[src/sv/tcf_pkg.sv]
package tcf_pkg;

    localparam logic [2:0] CMD_RECV    = 3'd0;
    localparam logic [2:0] CMD_CONNECT = 3'd1;
    localparam logic [2:0] CMD_SEND    = 3'd2;
    localparam logic [2:0] CMD_CLOSE   = 3'd3;
    localparam logic [2:0] CMD_CLEANUP = 3'd4;

    localparam logic [1:0] CFG_LOCAL_PORT  = 2'd0;
    localparam logic [1:0] CFG_REMOTE_PORT = 2'd1;
    localparam logic [1:0] CFG_REMOTE_IP   = 2'd2;
    localparam logic [1:0] CFG_INITIAL_SEQ = 2'd3;

    localparam logic [1:0] STATUS_OK      = 2'd0;
    localparam logic [1:0] STATUS_REFUSED = 2'd1;
    localparam logic [1:0] STATUS_DROPPED = 2'd2;

    localparam logic [7:0] FLAG_FIN = 8'h01;
    localparam logic [7:0] FLAG_SYN = 8'h02;
    localparam logic [7:0] FLAG_ACK = 8'h10;

    localparam logic [15:0] HEADER_BYTES = 16'd40;

    typedef enum logic [2:0] {
        OP_NOP,
        OP_DROP,
        OP_SEGMENT,
        OP_CONNECT,
        OP_SEND,
        OP_CLOSE,
        OP_CLEANUP
    } t_op;

    typedef struct packed {
        logic [15:0] local_port;
        logic [15:0] remote_port;
        logic [31:0] remote_ip;
        logic [31:0] initial_seq;
    } t_cfg;

    typedef struct packed {
        t_op         op;
        logic        synack;
        logic        fin;
        logic        ack;
        logic [15:0] plen;
        logic [31:0] seg_seq;
        logic [7:0]  send_flags;
        logic [15:0] send_length;
    } t_item;

    typedef struct packed {
        logic        emit;
        logic [7:0]  out_flags;
        logic [31:0] out_seq;
        logic [31:0] out_ack;
        logic [15:0] out_length;
        logic        deliver;
        logic [1:0]  status;
        logic        is_open;
        logic        is_closing;
    } t_result;

endpackage

[src/sv/tcp_client_connection_fsm.sv]
// an accepted word is written into the queue, and its result is registered in the back end when it is popped
// throughput: one word per cycle while the output is not stalled, set by the state update in the back end
// a QUEUE_DEPTH entry queue between classifier and state update absorbs output stalls
// reset: synchronous active-low, clears connection state, registers, queue and output valid
module tcp_client_connection_fsm #(
    parameter int QUEUE_DEPTH = 2
) (
    input  logic        i_clk,
    input  logic        i_rst_n,
    input  logic        i_cfg_we,
    input  logic [1:0]  i_cfg_index,
    input  logic [31:0] i_cfg_data,
    input  logic        i_in_valid,
    output logic        o_in_ready,
    input  logic [2:0]  i_cmd,
    input  logic [31:0] i_seg_src_ip,
    input  logic [15:0] i_seg_src_port,
    input  logic [15:0] i_seg_dst_port,
    input  logic [7:0]  i_seg_flags,
    input  logic [31:0] i_seg_seq,
    input  logic [15:0] i_seg_ip_length,
    input  logic [7:0]  i_send_flags,
    input  logic [15:0] i_send_length,
    output logic        o_out_valid,
    input  logic        i_out_ready,
    output logic        o_emit,
    output logic [7:0]  o_out_flags,
    output logic [31:0] o_out_seq,
    output logic [31:0] o_out_ack,
    output logic [15:0] o_out_length,
    output logic        o_deliver,
    output logic [1:0]  o_status,
    output logic        o_is_open,
    output logic        o_is_closing
);

    tcf_pkg::t_cfg    r_cfg;
    tcf_pkg::t_item   front_item;
    tcf_pkg::t_item   queue_item;
    tcf_pkg::t_result result;
    logic             push;
    logic             queue_ready;
    logic             queue_valid;
    logic             pop;

    always_ff @(posedge i_clk) begin
        if (!i_rst_n) begin
            r_cfg <= '0;
        end else if (i_cfg_we) begin
            case (i_cfg_index)
                tcf_pkg::CFG_LOCAL_PORT:  r_cfg.local_port  <= i_cfg_data[15:0];
                tcf_pkg::CFG_REMOTE_PORT: r_cfg.remote_port <= i_cfg_data[15:0];
                tcf_pkg::CFG_REMOTE_IP:   r_cfg.remote_ip   <= i_cfg_data;
                tcf_pkg::CFG_INITIAL_SEQ: r_cfg.initial_seq <= i_cfg_data;
                default: begin
                end
            endcase
        end
    end

    tcf_front u_front (
        .i_cfg           (r_cfg),
        .i_in_valid      (i_in_valid),
        .o_in_ready      (o_in_ready),
        .i_cmd           (i_cmd),
        .i_seg_src_ip    (i_seg_src_ip),
        .i_seg_src_port  (i_seg_src_port),
        .i_seg_dst_port  (i_seg_dst_port),
        .i_seg_flags     (i_seg_flags),
        .i_seg_seq       (i_seg_seq),
        .i_seg_ip_length (i_seg_ip_length),
        .i_send_flags    (i_send_flags),
        .i_send_length   (i_send_length),
        .o_push          (push),
        .o_item          (front_item),
        .i_queue_ready   (queue_ready)
    );

    tcf_queue #(
        .DEPTH (QUEUE_DEPTH)
    ) u_queue (
        .i_clk   (i_clk),
        .i_rst_n (i_rst_n),
        .i_push  (push),
        .i_item  (front_item),
        .o_ready (queue_ready),
        .o_valid (queue_valid),
        .o_item  (queue_item),
        .i_pop   (pop)
    );

    tcf_back u_back (
        .i_clk       (i_clk),
        .i_rst_n     (i_rst_n),
        .i_cfg       (r_cfg),
        .i_valid     (queue_valid),
        .i_item      (queue_item),
        .o_pop       (pop),
        .o_out_valid (o_out_valid),
        .i_out_ready (i_out_ready),
        .o_result    (result)
    );

    assign o_emit       = result.emit;
    assign o_out_flags  = result.out_flags;
    assign o_out_seq    = result.out_seq;
    assign o_out_ack    = result.out_ack;
    assign o_out_length = result.out_length;
    assign o_deliver    = result.deliver;
    assign o_status     = result.status;
    assign o_is_open    = result.is_open;
    assign o_is_closing = result.is_closing;

endmodule

[src/sv/tcf_front.sv]
module tcf_front (
    input  tcf_pkg::t_cfg  i_cfg,
    input  logic           i_in_valid,
    output logic           o_in_ready,
    input  logic [2:0]     i_cmd,
    input  logic [31:0]    i_seg_src_ip,
    input  logic [15:0]    i_seg_src_port,
    input  logic [15:0]    i_seg_dst_port,
    input  logic [7:0]     i_seg_flags,
    input  logic [31:0]    i_seg_seq,
    input  logic [15:0]    i_seg_ip_length,
    input  logic [7:0]     i_send_flags,
    input  logic [15:0]    i_send_length,
    output logic           o_push,
    output tcf_pkg::t_item o_item,
    input  logic           i_queue_ready
);

    logic addr_match;

    assign o_in_ready = i_queue_ready;
    assign o_push     = i_in_valid && i_queue_ready;

    assign addr_match = (i_seg_src_ip == i_cfg.remote_ip)
                     && (i_seg_src_port == i_cfg.remote_port)
                     && (i_seg_dst_port == i_cfg.local_port);

    always_comb begin
        case (i_cmd)
            tcf_pkg::CMD_RECV:    o_item.op = addr_match ? tcf_pkg::OP_SEGMENT
                                                         : tcf_pkg::OP_DROP;
            tcf_pkg::CMD_CONNECT: o_item.op = tcf_pkg::OP_CONNECT;
            tcf_pkg::CMD_SEND:    o_item.op = tcf_pkg::OP_SEND;
            tcf_pkg::CMD_CLOSE:   o_item.op = tcf_pkg::OP_CLOSE;
            tcf_pkg::CMD_CLEANUP: o_item.op = tcf_pkg::OP_CLEANUP;
            default:              o_item.op = tcf_pkg::OP_NOP;
        endcase
        o_item.synack      = ((i_seg_flags & tcf_pkg::FLAG_SYN) != 8'd0)
                          && ((i_seg_flags & tcf_pkg::FLAG_ACK) != 8'd0);
        o_item.fin         = (i_seg_flags & tcf_pkg::FLAG_FIN) != 8'd0;
        o_item.ack         = (i_seg_flags & tcf_pkg::FLAG_ACK) != 8'd0;
        o_item.plen        = (i_seg_ip_length > tcf_pkg::HEADER_BYTES)
                           ? i_seg_ip_length - tcf_pkg::HEADER_BYTES : 16'd0;
        o_item.seg_seq     = i_seg_seq;
        o_item.send_flags  = i_send_flags;
        o_item.send_length = i_send_length;
    end

endmodule

[src/sv/tcf_queue.sv]
module tcf_queue #(
    parameter int DEPTH = 2
) (
    input  logic           i_clk,
    input  logic           i_rst_n,
    input  logic           i_push,
    input  tcf_pkg::t_item i_item,
    output logic           o_ready,
    output logic           o_valid,
    output tcf_pkg::t_item o_item,
    input  logic           i_pop
);

    localparam int PTR_W = (DEPTH > 1) ? $clog2(DEPTH) : 1;
    localparam int CNT_W = $clog2(DEPTH + 1);

    tcf_pkg::t_item r_mem [DEPTH];
    logic [PTR_W-1:0] r_wr_ptr, n_wr_ptr;
    logic [PTR_W-1:0] r_rd_ptr, n_rd_ptr;
    logic [CNT_W-1:0] r_count, n_count;

    assign o_ready = r_count != CNT_W'(DEPTH);
    assign o_valid = r_count != CNT_W'(0);
    assign o_item  = r_mem[r_rd_ptr];

    always_comb begin
        n_wr_ptr = r_wr_ptr;
        n_rd_ptr = r_rd_ptr;
        n_count  = r_count;
        if (i_push) begin
            n_wr_ptr = (r_wr_ptr == PTR_W'(DEPTH - 1)) ? PTR_W'(0) : r_wr_ptr + PTR_W'(1);
        end
        if (i_pop) begin
            n_rd_ptr = (r_rd_ptr == PTR_W'(DEPTH - 1)) ? PTR_W'(0) : r_rd_ptr + PTR_W'(1);
        end
        if (i_push && !i_pop) begin
            n_count = r_count + CNT_W'(1);
        end else if (!i_push && i_pop) begin
            n_count = r_count - CNT_W'(1);
        end
    end

    always_ff @(posedge i_clk) begin
        if (!i_rst_n) begin
            r_wr_ptr <= '0;
            r_rd_ptr <= '0;
            r_count  <= '0;
        end else begin
            r_wr_ptr <= n_wr_ptr;
            r_rd_ptr <= n_rd_ptr;
            r_count  <= n_count;
        end
    end

    always_ff @(posedge i_clk) begin
        if (i_push) begin
            r_mem[r_wr_ptr] <= i_item;
        end
    end

endmodule

[src/sv/tcf_back.sv]
module tcf_back (
    input  logic             i_clk,
    input  logic             i_rst_n,
    input  tcf_pkg::t_cfg    i_cfg,
    input  logic             i_valid,
    input  tcf_pkg::t_item   i_item,
    output logic             o_pop,
    output logic             o_out_valid,
    input  logic             i_out_ready,
    output tcf_pkg::t_result o_result
);

    logic [31:0] r_send_seq, n_send_seq;
    logic [31:0] r_recv_ack, n_recv_ack;
    logic        r_exists, n_exists;
    logic        r_open, n_open;
    logic        r_closing, n_closing;
    logic        r_out_valid;
    tcf_pkg::t_result r_result, n_result;

    logic        take_synack;
    logic        fin_inc;
    logic [31:0] ack_sum;
    logic        can_send;

    assign o_pop       = i_valid && (!r_out_valid || i_out_ready);
    assign o_out_valid = r_out_valid;
    assign o_result    = r_result;

    assign take_synack = i_item.synack && !r_open;
    assign fin_inc     = i_item.fin && !take_synack;
    assign ack_sum     = r_recv_ack + 32'(i_item.plen) + 32'(fin_inc);
    assign can_send    = r_open && !r_closing;

    always_comb begin
        n_send_seq = r_send_seq;
        n_recv_ack = r_recv_ack;
        n_exists   = r_exists;
        n_open     = r_open;
        n_closing  = r_closing;
        n_result   = '0;
        case (i_item.op)
            tcf_pkg::OP_DROP: begin
                n_result.status = tcf_pkg::STATUS_DROPPED;
            end
            tcf_pkg::OP_SEGMENT: begin
                // segments for a connection that does not exist are dropped
                if (!r_exists) begin
                    n_result.status = tcf_pkg::STATUS_DROPPED;
                end else begin
                    if (take_synack) begin
                        n_recv_ack         = i_item.seg_seq + 32'd1;
                        n_send_seq         = r_send_seq + 32'd1;
                        n_open             = 1'b1;
                        n_result.emit      = 1'b1;
                        n_result.out_flags = tcf_pkg::FLAG_ACK;
                    end else if (i_item.fin) begin
                        n_recv_ack    = ack_sum;
                        n_open        = 1'b0;
                        n_closing     = 1'b0;
                        n_result.emit = 1'b1;
                        if (r_closing) begin
                            n_send_seq         = r_send_seq + 32'd1;
                            n_result.out_flags = tcf_pkg::FLAG_ACK;
                        end else begin
                            n_result.out_flags = tcf_pkg::FLAG_ACK | tcf_pkg::FLAG_FIN;
                        end
                    end else begin
                        n_recv_ack = ack_sum;
                        if (i_item.ack && (i_item.plen != 16'd0)) begin
                            n_result.emit      = 1'b1;
                            n_result.out_flags = tcf_pkg::FLAG_ACK;
                            n_result.deliver   = 1'b1;
                        end
                    end
                    if (n_result.emit) begin
                        n_result.out_seq = n_send_seq;
                        n_result.out_ack = n_recv_ack;
                    end
                end
            end
            tcf_pkg::OP_CONNECT: begin
                n_send_seq         = i_cfg.initial_seq;
                n_recv_ack         = 32'd0;
                n_exists           = 1'b1;
                n_open             = 1'b0;
                n_closing          = 1'b0;
                n_result.emit      = 1'b1;
                n_result.out_flags = tcf_pkg::FLAG_SYN;
                n_result.out_seq   = i_cfg.initial_seq;
            end
            tcf_pkg::OP_SEND: begin
                if (!can_send) begin
                    n_result.status = tcf_pkg::STATUS_REFUSED;
                end else begin
                    n_result.emit       = 1'b1;
                    n_result.out_flags  = i_item.send_flags;
                    n_result.out_seq    = r_send_seq;
                    n_result.out_ack    = r_recv_ack;
                    n_result.out_length = i_item.send_length;
                    n_send_seq          = r_send_seq + 32'(i_item.send_length);
                end
            end
            tcf_pkg::OP_CLOSE: begin
                if (!can_send) begin
                    n_result.status = tcf_pkg::STATUS_REFUSED;
                end else begin
                    n_closing          = 1'b1;
                    n_result.emit      = 1'b1;
                    n_result.out_flags = tcf_pkg::FLAG_FIN;
                    n_result.out_seq   = r_send_seq;
                    n_result.out_ack   = r_recv_ack;
                end
            end
            tcf_pkg::OP_CLEANUP: begin
                if (r_open) begin
                    n_result.status = tcf_pkg::STATUS_REFUSED;
                end else begin
                    n_exists = 1'b0;
                end
            end
            default: begin
            end
        endcase
        n_result.is_open    = n_open;
        n_result.is_closing = n_closing;
    end

    always_ff @(posedge i_clk) begin
        if (!i_rst_n) begin
            r_send_seq  <= '0;
            r_recv_ack  <= '0;
            r_exists    <= 1'b0;
            r_open      <= 1'b0;
            r_closing   <= 1'b0;
            r_out_valid <= 1'b0;
        end else begin
            if (o_pop) begin
                r_out_valid <= 1'b1;
                r_send_seq  <= n_send_seq;
                r_recv_ack  <= n_recv_ack;
                r_exists    <= n_exists;
                r_open      <= n_open;
                r_closing   <= n_closing;
            end else if (i_out_ready) begin
                r_out_valid <= 1'b0;
            end
        end
    end

    always_ff @(posedge i_clk) begin
        if (o_pop) begin
            r_result <= n_result;
        end
    end

endmodule

[config.mk]
export PLATFORM = sky130hd
export DESIGN_NAME = tcp_client_connection_fsm
export DESIGN_NICKNAME = d
export VERILOG_FILES = /design/src/sv/tcf_pkg.sv /design/src/sv/tcp_client_connection_fsm.sv /design/src/sv/tcf_front.sv /design/src/sv/tcf_queue.sv /design/src/sv/tcf_back.sv
export SDC_FILE = /design/constraint.sdc
export NUM_CORES = 1
export LEC_CHECK = 0
export BUFFER_PORTS_ARGS = -buffer_cell sky130_fd_sc_hd__buf_2
export CAP_MARGIN = 25
export CORE_ASPECT_RATIO = 1.2
export CORE_MARGIN = 10
export CORE_UTILIZATION = 54
export CTS_BUF_LIST = sky130_fd_sc_hd__clkbuf_4 sky130_fd_sc_hd__clkbuf_8
export CTS_CLUSTER_SIZE = 8
export DETAILED_ROUTE_END_ITERATION = 10
export HOLD_SLACK_MARGIN = 0.12
export MAX_ROUTING_LAYER = met4
export PLACE_DENSITY = 0.78
export SETUP_SLACK_MARGIN = 0.2
export SYNTH_ARGS = -nofsm -noshare
export SYNTH_HDL_FRONTEND = slang
export SYNTH_SLANG_ARGS = --single-unit
[constraint.sdc]
create_clock -name i_clk -period 4.57 [get_ports i_clk]
set_clock_uncertainty 0.1 [all_clocks]
set_input_delay 0.6855 -clock i_clk [delete_from_list [all_inputs] [get_ports i_clk]]
set_output_delay 0.6855 -clock i_clk [all_outputs]
set_load 0.005 [all_outputs]
==> impl_metrics.tcl <==
set metrics [dict create \
    syn_area_per_cell_um2 9.92 \
    place_ws_ns 0.525 \
    cts_buffer_depth 3 \
    ys_ff_latch 419 \
    finalMaxSlewViolations 0 \
    yosys-top-cells-area "edfxtp_1 (35%), dfxtp_1 (16%), nand2_1 (6.1%)" \
    grt_pass1_wl_um 98800 \
    synth_top_area_share_pct 35.0 \
    grt_antenna_before_repair 3 \
    synthesis.nets 2388 \
    grt_max_degree 87 \
    rsz0062_at_grt "no" \
    synth_commonest_cells "nand2_1 (350), edfxtp_1 (250), a21oi_1 (192), dfxtp_1 (169), o21ai_0 (141)" \
    vias 18000 \
    gr-usage-met1_pct 29.9 \
    fin_area_um2 25000 \
    grt_use_met2_pct 44.8 \
    required_ns 4.96 \
    holdWs_ns 0.159 \
    drc 0 \
    start_util_pct 55.0 \
    cts_htree_levels 3 \
    overflow 0 \
    status "complete, no violations" \
    wl_per_cell_um 21.1 \
    numClockSinks 419 \
    grt_usage_pct 26.3 \
    place.gp.congestion 0.910 \
    final_core_util_pct 63.9 \
    row_count 79 \
    via_per_inst 5.96 \
    setup_violations 0 \
    cts_buffers 69 \
    grt_pass1_vias 17900 \
    power_density_nw_per_um2 480 \
    total_leakage_power_uw 0.00949 \
    clk_latency_ns 0.62 \
    drtPass1Iterations 5 \
    syn2layout_area_growth_pct 16.2 \
    hold_path.class "in2reg" \
    grt_most_used_layer "met2" \
    die_width_um 202 \
    grt_use_met3_pct 5.16 \
    slew_headroom_pct 27.9 \
    critPathMaxFanout 20 \
    io-pin-count 282 \
    setup_ws_ns 0.514 \
    worstMarginPinSlew_ns 1.07 \
    drt_wl_total_um 63700 \
    fin_nets 2664 \
    yosysMostFrequentCell "nand2_1" \
    layout_min_cycle_time_ns 4.06 \
    drtIter0Drc 1346 \
    clk_pin_slew_ns 0.07 \
    fmax_ghz 0.247 \
    start_kind "flip-flop" \
    synthArstFlopShare_pct 0 \
    synth.largest_area_cell "edfxtp_1" \
    die_area_um2 48200 \
    cts_setup_buffers 0 \
    setup_tns_ns 0 \
    yosysUniqueCellTypes 94 \
    io_buffers 276 \
    yosys_warnings 0 \
    drive_above_1_share_pct 20.9 \
    post_dp_cell_area_um2 23400 \
    critPathKind "reg2reg" \
    synth_area_um2 21500 \
    clockRootBuffer "clkbuf_8" \
    cts_tree "yes" \
    synthCells 2164 \
    die_height_um 238 \
    post-dp-hpwl_um 45700 \
    cp.arrival_ns 4.45 \
    maxCapViolCount 0 \
    synth_flop_cell "edfxtp_1" \
    vdd_drop_max_mv 0.518 \
    core_um2 39000 \
    n_fill_cell 3133 \
    fin_crit_sh_pct 88.8 \
    ys_seq_area_share_pct 50.7 \
    ant_nets 0 \
    synth_edf_count 250 \
    end_kind "flip-flop" \
    hold_viol_final 0 \
]
per-layer routing:
layer  up-vias  routed length [um]
li1       8522                   -
met2       801               31800
met1      8527               25000
met5         -                   0
met3       142                4720
met4         0                2190
registers in the layout, indices dropped and copies added, names as in the netlist, named ones only:
name	cells
u_back.r_exists	1
u_queue.r_wr_ptr	1
u_back.r_closing	1
u_back.r_open	1
u_back.o_out_valid	1
u_back.r_recv_ack	32
r_cfg	96
u_queue.r_rd_ptr	1
u_back.r_send_seq	32
u_back.o_result	94
u_queue.r_mem	156
u_queue.r_count	2
worst max-delay path, stage by stage, from the launching register on:
cell and delay (ns):
dfxtp_4 0.54, mux2i_1 0.41, or2_2 0.19, nand2_1 0.09, fa_1 0.39, inv_1 0.08
fa_1 0.23, a211oi_1 0.11, o211ai_1 0.32, nand3_1 0.13, nand2_1 0.18, a41oi_2 0.24
or4_1 0.51, o21ai_0 0.24, a22o_1 0.18
kinds of logic after synthesis:
logic type	after synthesis	share of synthesized area, %
and+or+nand+nor	757	16.8
AOI/OAI and AO/OA	567	16.9
DFF	419	50.7
xor gates and xnor gates	152	6.20
buffers and inverters	152	3.15
muxes	79	4.00
adders and majority gates	38	2.32
where the power goes:
part	total [uW]	leakage [uW]	switching, uW	internal [uW]
sequential	5110	0.00376	333	4780
clock	3420	0.000758	1510	1910
combinational	3450	0.00497	2190	1250
total	12000	0.00949	4030	7940
placed cells by master, fill, tap and decap left out, types with 11 or more instances in the layout:
cell type / count
a21oi_1: 191
nor2_1: 128
clkbuf_4: 29
a221o_1: 14
o21a_1: 13
clkbuf_8: 78
buf_4: 33
ha_1: 34
o211ai_1: 20
a31oi_1: 13
nor2b_1: 18
dfxtp_1: 168
a22o_1: 24
a211oi_1: 12
and2_1: 11
a21o_1: 11
buf_2: 276
dlygate4sd3_1: 15
nor4_1: 30
a22oi_1: 19
o21ai_1: 12
mux2i_1: 39
edfxtp_1: 250
xor2_1: 109
nand4_1: 28
mux2_2: 35
nor3_1: 23
nand2_1: 350
nand3_1: 49
inv_1: 25
and3_1: 41
nand2b_1: 12
xnor2_1: 43
o21ai_0: 140
final timing paths:
path	end	from	cells past startpoint	slack (ns)
max	u_back.o_result[51]$_DFFE_PP_	flip-flop	14	0.51
min	u_queue.r_mem[0][42]$_DFFE_PP_	i_seg_seq[18]	1	0.16
max reg2reg	u_back.o_result[51]$_DFFE_PP_	flip-flop	14	0.51
min reg2reg	r_cfg[90]$_SDFFE_PN0P_	r_cfg[90]$_SDFFE_PN0P_	2	0.37
per-stage QoR:
stage	cells	power, uW
2_1_floorplan	2164	7340
3_3_place_gp	2878	8510
3_5_place_dp	2879	8600
4_1_cts	3016	12000
5_1_grt	3020	12600
6_report	3020	12000
area by class of cell:
class / count / area (um2) / share of cell area, %
Timing Repair Buffer: 329 / 1870 / 7.49
Sequential cell: 419 / 10900 / 43.7
Tap cell: 526 / 658 / 2.64
Antenna cell: 3 / 7.51 / 0.0301
Clock inverter: 15 / 133 / 0.531
Clock buffer: 107 / 1290 / 5.17
Multi-Input combinational cell: 1593 / 10000 / 40.1
Inverter: 28 / 109 / 0.436
timing repair:
item,CTS,global route
gates resized for setup,0,1
endpoints found under the setup margin,0,1
hold endpoints to repair,30,0
hold buffers,15,0
Power figures use the tool's default switching activity.
